`src/rit_pkg.sv`:
```
// shared types, codes and the interval scaling function of the repeating interval timer
package rit_pkg;

  // opcodes of an input beat
  localparam logic [2:0] OP_CHECK  = 3'd0;
  localparam logic [2:0] OP_START  = 3'd1;
  localparam logic [2:0] OP_STOP   = 3'd2;
  localparam logic [2:0] OP_PAUSE  = 3'd3;
  localparam logic [2:0] OP_RESUME = 3'd4;

  // timer status codes
  localparam logic [1:0] ST_STOPPED = 2'd0;
  localparam logic [1:0] ST_RUNNING = 2'd1;
  localparam logic [1:0] ST_PAUSED  = 2'd2;

  // configuration register indexes
  localparam logic [1:0] CFG_INTERVAL = 2'd0;
  localparam logic [1:0] CFG_LIMIT    = 2'd1;
  localparam logic [1:0] CFG_MICROS   = 2'd2;

  localparam int unsigned CfgIdxW  = 2;
  localparam int unsigned CfgDataW = 32;

  typedef struct packed {
    logic [2:0]  opcode;
    logic [31:0] time_now;
    logic [31:0] start_interval;
  } rit_in_t;

  typedef struct packed {
    logic        fired;
    logic        start_ok;
    logic [1:0]  timer_status;
    logic [31:0] run_count;
    logic [31:0] elapsed_time;
  } rit_out_t;

  typedef struct packed {
    logic [1:0]  status;
    logic [31:0] last_fire_time;
    logic [31:0] paused_elapsed;
    logic [31:0] fire_count;
    logic [31:0] active_interval;
  } rit_state_t;

  typedef struct packed {
    logic [30:0] repeat_limit;
    logic        micros_mode;
  } rit_cfg_t;

  // in micros mode times 1000 modulo 2^32 as 1024 - 32 + 8, else the value unchanged
  function automatic logic [31:0] scale_interval(logic [31:0] v, logic micros);
    logic [31:0] prod;
    prod = (v << 10) - (v << 5) + (v << 3);
    return micros ? prod : v;
  endfunction

endpackage

```
`src/repeating_interval_timer.sv`:
```
// top level of the repeating interval timer with pause and resume
//
// usage
// - input channel: one beat per command, opcode check/start/stop/pause/resume
//   plus the time base value and an optional new interval for start
// - output channel: exactly one result beat per command, in order: fired flag,
//   start result, status after the command, run count and elapsed time
// - config port: plain write, index 0 interval, 1 repeat limit, 2 micros mode;
//   write only while no command is in flight
// - path: a taken command beat waits in the input register, then the step
//   logic writes the state and the result register that drives out_valid_o
// - throughput: one command per cycle while no output stall holds it; the
//   step logic updates the timer state register, so back to back commands
//   see each other's effect
// - a stall on the output holds the result register; the input register keeps
//   accepting until it is full, then in_stall_o rises
// - reset clears status, times, count and the config registers to zero
module repeating_interval_timer (
  input  logic                                clk_i,
  input  logic                                rst_ni,
  input  logic                                in_valid_i,
  output logic                                in_stall_o,
  input  rit_pkg::rit_in_t                    in_data_i,
  output logic                                out_valid_o,
  input  logic                                out_stall_i,
  output rit_pkg::rit_out_t                   out_data_o,
  input  logic                                cfg_we_i,
  input  logic [rit_pkg::CfgIdxW-1:0]         cfg_idx_i,
  input  logic [rit_pkg::CfgDataW-1:0]        cfg_data_i
);

  // pipeline control
  logic                s1_valid_q, s1_valid_d;
  rit_pkg::rit_in_t    s1_data_q;
  logic                out_valid_q, out_valid_d;
  rit_pkg::rit_out_t   out_data_q;
  logic                out_free;
  logic                in_take;
  logic                s1_move;

  // config and timer state
  logic [31:0]         interval_q, interval_d;
  rit_pkg::rit_cfg_t   cfg_q, cfg_d;
  rit_pkg::rit_state_t state_q, state_d, step_state;
  rit_pkg::rit_out_t   step_result;

  // result register free when empty or drained this cycle
  assign out_free   = !out_valid_q || !out_stall_i;
  assign s1_move    = s1_valid_q && out_free;
  assign in_stall_o = s1_valid_q && !out_free;
  assign in_take    = in_valid_i && !in_stall_o;

  assign s1_valid_d  = in_take || (s1_valid_q && !out_free);
  assign out_valid_d = s1_move || (out_valid_q && out_stall_i);

  rit_step u_step (
    .item_i   (s1_data_q),
    .state_i  (state_q),
    .cfg_i    (cfg_q),
    .state_o  (step_state),
    .result_o (step_result)
  );

  // interval and micros mode writes reload the active interval under the mode in force after the write
  always_comb begin
    interval_d = interval_q;
    cfg_d      = cfg_q;
    state_d    = s1_move ? step_state : state_q;
    if (cfg_we_i) begin
      case (cfg_idx_i)
        rit_pkg::CFG_INTERVAL: begin
          interval_d              = cfg_data_i;
          state_d.active_interval = rit_pkg::scale_interval(cfg_data_i, cfg_q.micros_mode);
        end
        rit_pkg::CFG_LIMIT: begin
          cfg_d.repeat_limit = cfg_data_i[30:0];
        end
        rit_pkg::CFG_MICROS: begin
          cfg_d.micros_mode       = cfg_data_i[0];
          state_d.active_interval = rit_pkg::scale_interval(interval_q, cfg_data_i[0]);
        end
        default: begin
        end
      endcase
    end
  end

  always_ff @(posedge clk_i or negedge rst_ni) begin
    if (!rst_ni) begin
      s1_valid_q  <= 1'b0;
      out_valid_q <= 1'b0;
      interval_q  <= '0;
      cfg_q       <= '0;
      state_q     <= '0;
    end else begin
      s1_valid_q  <= s1_valid_d;
      out_valid_q <= out_valid_d;
      interval_q  <= interval_d;
      cfg_q       <= cfg_d;
      state_q     <= state_d;
    end
  end

  // payload registers
  always_ff @(posedge clk_i) begin
    if (in_take) begin
      s1_data_q <= in_data_i;
    end
    if (s1_move) begin
      out_data_q <= step_result;
    end
  end

  assign out_valid_o = out_valid_q;
  assign out_data_o  = out_data_q;

  // input side only backs up behind a held result beat
  a_stall_needs_held_beat: assert property (
    @(posedge clk_i) disable iff (!rst_ni) in_stall_o |-> (out_valid_o && out_stall_i)
  ) else $error("input stalled without a held result beat");

  // a firing never leaves the timer paused
  a_fire_not_paused: assert property (
    @(posedge clk_i) disable iff (!rst_ni)
    (out_valid_o && out_data_o.fired) |-> (out_data_o.timer_status != rit_pkg::ST_PAUSED)
  ) else $error("fired beat reports paused status");

  // fired and start_ok come from different commands
  a_fire_xor_start: assert property (
    @(posedge clk_i) disable iff (!rst_ni)
    out_valid_o |-> !(out_data_o.fired && out_data_o.start_ok)
  ) else $error("fired and start_ok set in one beat");

  // a beat handed to the step logic appears at the output next cycle
  a_step_to_out: assert property (
    @(posedge clk_i) disable iff (!rst_ni) s1_move |=> out_valid_o
  ) else $error("stepped command produced no result beat");

endmodule

```
`src/rit_step.sv`:
```
// next timer state and result beat for one command
module rit_step (
  input  rit_pkg::rit_in_t    item_i,
  input  rit_pkg::rit_state_t state_i,
  input  rit_pkg::rit_cfg_t   cfg_i,
  output rit_pkg::rit_state_t state_o,
  output rit_pkg::rit_out_t   result_o
);

  logic [31:0] diff;
  logic [31:0] cnt_inc;
  logic [31:0] start_ai;
  logic        fired;
  logic        ok;

  assign diff     = item_i.time_now - state_i.last_fire_time;
  assign cnt_inc  = state_i.fire_count + 32'd1;
  assign start_ai = (item_i.start_interval != 32'd0)
                  ? rit_pkg::scale_interval(item_i.start_interval, cfg_i.micros_mode)
                  : state_i.active_interval;

  always_comb begin
    state_o = state_i;
    fired   = 1'b0;
    ok      = 1'b0;
    case (item_i.opcode)
      rit_pkg::OP_CHECK: begin
        if (state_i.status == rit_pkg::ST_RUNNING && diff >= state_i.active_interval) begin
          fired                  = 1'b1;
          state_o.fire_count     = cnt_inc;
          state_o.last_fire_time = item_i.time_now;
          if (cfg_i.repeat_limit != 31'd0 && cnt_inc >= {1'b0, cfg_i.repeat_limit}) begin
            state_o.status = rit_pkg::ST_STOPPED;
          end
        end
      end
      rit_pkg::OP_START: begin
        state_o.active_interval = start_ai;
        if (start_ai != 32'd0) begin
          ok = 1'b1;
          if (state_i.status != rit_pkg::ST_RUNNING) begin
            state_o.fire_count     = 32'd0;
            state_o.last_fire_time = item_i.time_now;
            state_o.status         = rit_pkg::ST_RUNNING;
          end
        end
      end
      rit_pkg::OP_STOP: begin
        state_o.status = rit_pkg::ST_STOPPED;
      end
      rit_pkg::OP_PAUSE: begin
        state_o.paused_elapsed = diff;
        state_o.status         = rit_pkg::ST_PAUSED;
      end
      rit_pkg::OP_RESUME: begin
        // a paused timer keeps the part of the interval already passed
        state_o.last_fire_time = (state_i.status == rit_pkg::ST_PAUSED)
                               ? item_i.time_now - state_i.paused_elapsed
                               : item_i.time_now;
        state_o.status         = rit_pkg::ST_RUNNING;
      end
      default: begin
      end
    endcase
  end

  assign result_o.fired        = fired;
  assign result_o.start_ok     = ok;
  assign result_o.timer_status = state_o.status;
  assign result_o.run_count    = state_o.fire_count;
  assign result_o.elapsed_time = item_i.time_now - state_o.last_fire_time;

endmodule

```
`config.mk`:
```
export PLATFORM = sky130hd
export DESIGN_NAME = repeating_interval_timer
export DESIGN_NICKNAME = d
export VERILOG_FILES = /design/src/rit_pkg.sv /design/src/repeating_interval_timer.sv /design/src/rit_step.sv
export SDC_FILE = /design/constraint.sdc
export NUM_CORES = 1
export LEC_CHECK = 0
export CAP_MARGIN = 15
export CORE_ASPECT_RATIO = 1.2
export CORE_MARGIN = 3
export CORE_UTILIZATION = 25
export CTS_BUF_LIST = sky130_fd_sc_hd__clkbuf_4 sky130_fd_sc_hd__clkbuf_8 sky130_fd_sc_hd__clkbuf_16
export DETAILED_ROUTE_END_ITERATION = 16
export DONT_BUFFER_PORTS = 1
export SLEW_MARGIN = 5
export SYNTH_ARGS = -nofsm -noshare
export SYNTH_HDL_FRONTEND = slang
export SYNTH_SLANG_ARGS = --single-unit
```
`constraint.sdc`:
```
create_clock -name clk_i -period 11 [get_ports clk_i]
set_input_delay 3.3 -clock clk_i [delete_from_list [all_inputs] [get_ports clk_i]]
set_output_delay 3.3 -clock clk_i [all_outputs]
set_load 0.01 [all_outputs]
```
* After elaboration in Yosys (flattened, before gate mapping) *
Cells that the tools add are included.
W data, S select, Z words.

operators by class
  multiplexer cells = 21
  add/subtract/negate cells = 10
  magnitude comparators = 2
  eq/ne operators = 9
  reductions and logical operators = 22

operators by type and width
  cell                     count
  $mux W32                 11
  $sub A32 B32 Y32         6
  $pmux W32 S2             2
  $mux W34                 3
  $add A32 B32 Y32         3
  $pmux W32 S3             1
  $reduce_bool A32 Y1      2
  $add A32 B1 Y32 const B  1
  $ge A32 B31 Y1           1
  $ge A32 B32 Y1           1
  $reduce_bool A31 Y1      1
  $pmux W2 S5              1
  $reduce_and A2 Y1        4
  $eq A3 B2 Y1 const B     2
  $logic_and A1 B1 Y1      6
  $eq A2 B1 Y1 const B     2
  $eq A2 B2 Y1 const B     2
  $logic_not A1 Y1         4
  $eq A3 B1 Y1 const B     1
  $eq A3 B3 Y1 const B     1
  $logic_not A3 Y1         1
  $logic_or A1 B1 Y1       3
  $logic_not A2 Y1         1
  $mux W1                  2
  other kinds (2)          2

storage, ports and cells
  output and inout bits = 70
  logic and storage cells = 82
  input bits = 106
  register bits = 331

* Longest topological paths before layout *
  depth after elaboration = 8
  mapped depth = 48
  depth with buffers taken out = 46

* Modules after synthesis *
Synthesis repeated with hierarchy kept, for this count alone.

second synthesis, totals
  cells, all modules = 3,476
  area total of the unflattened synthesis = 29,281.8 µm²

modules (own cells, without submodules)
  module                    area each (µm²)  instances  seq. area each (µm²)  cells each
  repeating_interval_timer  16,473.3         1          8,958.6               1,618
  rit_step                  12,808.5         1          0.0                   1,858

* Least setup slack after synthesis *
OpenSTA, ideal clock, no wires.

  kind = reg2reg
  start point = register s1_data_q[32] in the netlist's numbering
  end point = register out_data_q, in the netlist out_data_o[30], data pin
  required time = 10.742 ns
  period minus slack after synthesis = 8.257 ns
  slack = 2.743 ns
  stages on the path, launching flop included = 47
  data arrival time = 8.000 ns
  library setup time = 0.258 ns
  path buffers = 2
  cell sequence = edfxtp_1 inv_1 ha_1 inv_1 fa_1 a21o_1 a21oi_1 o21ai_0 and3_1 a221oi_1 o41ai_1 nand2_1 a21oi_1 o2111ai_1 nand2_1 a21o_1 a221o_1 xor2_1 [11 not listed] a21bo_2 ha_1 inv_1 fa_1 a21o_1 a21oi_1 o21ai_0 nand3_1 a211oi_1 a31oi_1 nand2b_1 o221ai_1 o21ai_0 or4_1 a31o_2 a21o_1 a21oi_1 xnor2_1

RTL lines
  element                 RTL line                         source
  start, declared         repeating_interval_timer.sv:34   rit_pkg::rit_in_t s1_data_q;
  start signal, assigned  repeating_interval_timer.sv:107  s1_data_q <= in_data_i;
  end signal, assigned    repeating_interval_timer.sv:110  out_data_q <= step_result;
  end, declared           repeating_interval_timer.sv:36   rit_pkg::rit_out_t out_data_q;

==> run metrics <==
status complete, no violations; Gate power share 0.492; fin nets around 3400; largest net degree at the start of global routing 197; Synth Register Bits 331; cts bufs inserted 40; CP required 11.34 ns; hpwl dp between 60 and 70 mm; routed vias 22397; Final Hold Slack around 0.48 ns; Routability Congestion a little over 0.9; Hold Crit Class flip-flop to flip-flop; initial antenna violation count 15; Fin Setup TNS 0 ns; PnR worst setup slack 1.14 ns; maxcap violations 0; worst-margin pin slew 0.942 ns; post-route cell area 29800 sq um; synth cell count leaders inv_1 (391), nand2_1 (298), ha_1 (256); flop2flop setup slack 1.14 ns; NetSw 2.60 mW; first-pass GRT wire length 132 mm; crit share post-route 0.896; Synth cell types 88; Area Growth Syn to Fin 10.8%; ys flop type dfrtp_1; GRT Total Usage 0.153; die area approximately 110000 sq um; top-area cell type share of the netlist area 0.182; count leader, synth inv_1; crit path kind flip-flop to flip-flop; Post-synth EDFFs 135; router iterations before antenna repair 6; Post-Syn Area 26900 sq um; Clock Skew ~0.038 ns; PwrDens 209 nW/um^2; grt total ovfl 0; post-CTS setup buffer count 0; Post-DP Area between 20000 and 30000 sq um; H-tree lvl count 2; top cells by area, synth dfrtp_1 (18%), edfxtp_1 (15%), ha_1 (12%); core box area 107000 sq um; vias in the first global route 21877; worst-case clock buffer depth 3; row count 131; register area share after synthesis 0.333; final setup fails 0; clock transition at the registers of the reported paths 0.07 ns; Post-DRT Antenna Nets 0; Residual DRC 0; slowest CP cell fa_1; Max VDD drop a little over 0.0001 V; Pleak 13.2 nW; Root Driver clkbuf_16; clock group share of total power 0.222; Post-synth ARST share 0.592; DRT Wirelength 88.0 mm; Worst-Skew Late Latency roughly 0.59 ns; Die X approximately 310 um; sw frac 0.417; crit path max fanout 29; Initial Util 0.253; Yosys top cell by area dfrtp_1; worst slack at placement between 1 and 1.5 ns; fin crit period 9.86 ns; CTS Hold Buffers Added 0; max incr delay on CP 0.50 ns; Int Power 3.64 mW; Sink Count 331; initial DRC count 1599; input/output buffers 0; Flop pwr share 0.286; TritonCTS clock tree built; Yosys warning total 0; Fin. Hold Viols 0; die height ~370 um; Mapped Cells 3050; # resized after CTS 0; routed len/inst between 15 and 20 um; slew margin rel. 0.367; ratio of cells with drive above 1 in the final layout 0.0480; Mapped Nets 3478; Pins Over Slew Limit 0; # IOs between 150 and 200; CP startpoint kind flip-flop; syn avg cell area 8.82 sq um; DR vias/cell between 5 and 6; Fmax 101 MHz; endpoint type of the worst setup path flip-flop; data arrival time of the worst path 10.20 ns; unrepaired setup endpoints after global routing no
==> logic make-up (layout without fill, tap and decap cells) <==
logic type / Yosys count / in the layout / share of synthesized area
fa+ha+maj: 322 / 322 / 0.168
flops: 331 / 331 / 0.333
other cells: 0 / 8 / 0
xor+xnor: 168 / 168 / 0.0547
compound gates: 859 / 859 / 0.213
simple gates: 829 / 829 / 0.144
buf+inv: 497 / 489 / 0.0706
mux: 44 / 44 / 0.0168
==> cell usage in the layout, fill, tap and decap left out, drive strengths merged, types with 82 or more instances in the layout <==
| master | synthesis | routed |
|---|---|---|
| o21ai | 215 | 215 |
| nor2 | 194 | 194 |
| ha | 256 | 256 |
| a21oi | 199 | 199 |
| nand2 | 298 | 298 |
| xnor2 | 102 | 102 |
| edfxtp | 135 | 135 |
| a21o | 82 | 82 |
| inv | 392 | 394 |
| dfrtp | 196 | 196 |
==> area by class of cell <==
cell class | count | area (sq um)
diodes | 8 | 20.0
clock buffers | 60 | 1210
clock inverters | 14 | 154
fillers | 11312 | 76700
inverters | 393 | 1480
multi-input cells | 2222 | 16100
flip-flops and latches | 331 | 8960
well taps | 1396 | 1750
repair buffers | 22 | 165
==> worst max-delay path, delay by kind of cell (launching register included) <==
kind | cells | cell delay (ns)
AO/OA/AOI/OAI | 24 | 5.26
AND/OR/NAND/NOR | 9 | 1.50
flip-flops | 1 | 0.39
buffers and inverters | 4 | 0.81
adder cells (fa/ha/maj) | 4 | 1.38
XOR/XNOR | 2 | 0.25
==> through the flow <==
step | util | instances | power, mW
floorplan | - | 3050 | 4.05
global placement | 0.267 | 4364 | 4.81
detailed placement | 0.267 | 4364 | 4.85
CTS | 0.280 | 4438 | 6.28
global route | 0.280 | 4440 | 6.73
finish | 0.280 | 4446 | 6.24
==> state kept, by name, summed over array words and instances, names as in the netlist <==
| signal | flops |
|---|---|
| interval_q | 32 |
| s1_valid_q | 1 |
| out_data_o | 68 |
| out_valid_o | 1 |
| cfg_q | 32 |
| state_q | 130 |
| s1_data_q | 67 |
==> power groups by stage <==
| stage | Sequential [mW] | Combinational [mW] | Clock, mW |
|---|---|---|---|
| finish | 1.79 | 3.07 | 1.39 |
| CTS | 1.79 | 3.06 | 1.43 |
| detailed placement | 1.81 | 3.04 | 0 |
| floorplan | 1.72 | 2.32 | 0 |
| global route | 1.81 | 3.44 | 1.48 |
| global placement | 1.81 | 3.01 | 0 |
==> worst paths after layout <==
check | start | to | cells past startpoint
max | s1_data_q[32] | out_data_o[30] | 43
min | interval_q[30] | interval_q[30] | 2
max reg2reg | s1_data_q[32] | out_data_o[30] | 43
min reg2reg | interval_q[30] | interval_q[30] | 2
max in group asynchronous | rst_ni | state_q[91] | 0
min in group asynchronous | rst_ni | interval_q[11] | 0
==> metal layers <==
metal / GRT usage / wire length (um) / vias to the layer above / part of all wire
met5: 0 / 102 / - / 0.0012
met4: 0.0737 / 4510 / 14 / 0.051
met3: 0.0361 / 5550 / 213 / 0.063
met2: 0.265 / 42400 / 619 / 0.48
met1: 0.177 / 35400 / 10806 / 0.40
li1: - / - / 10745 / -
Note: power is estimated with default switching activity, not from simulation.
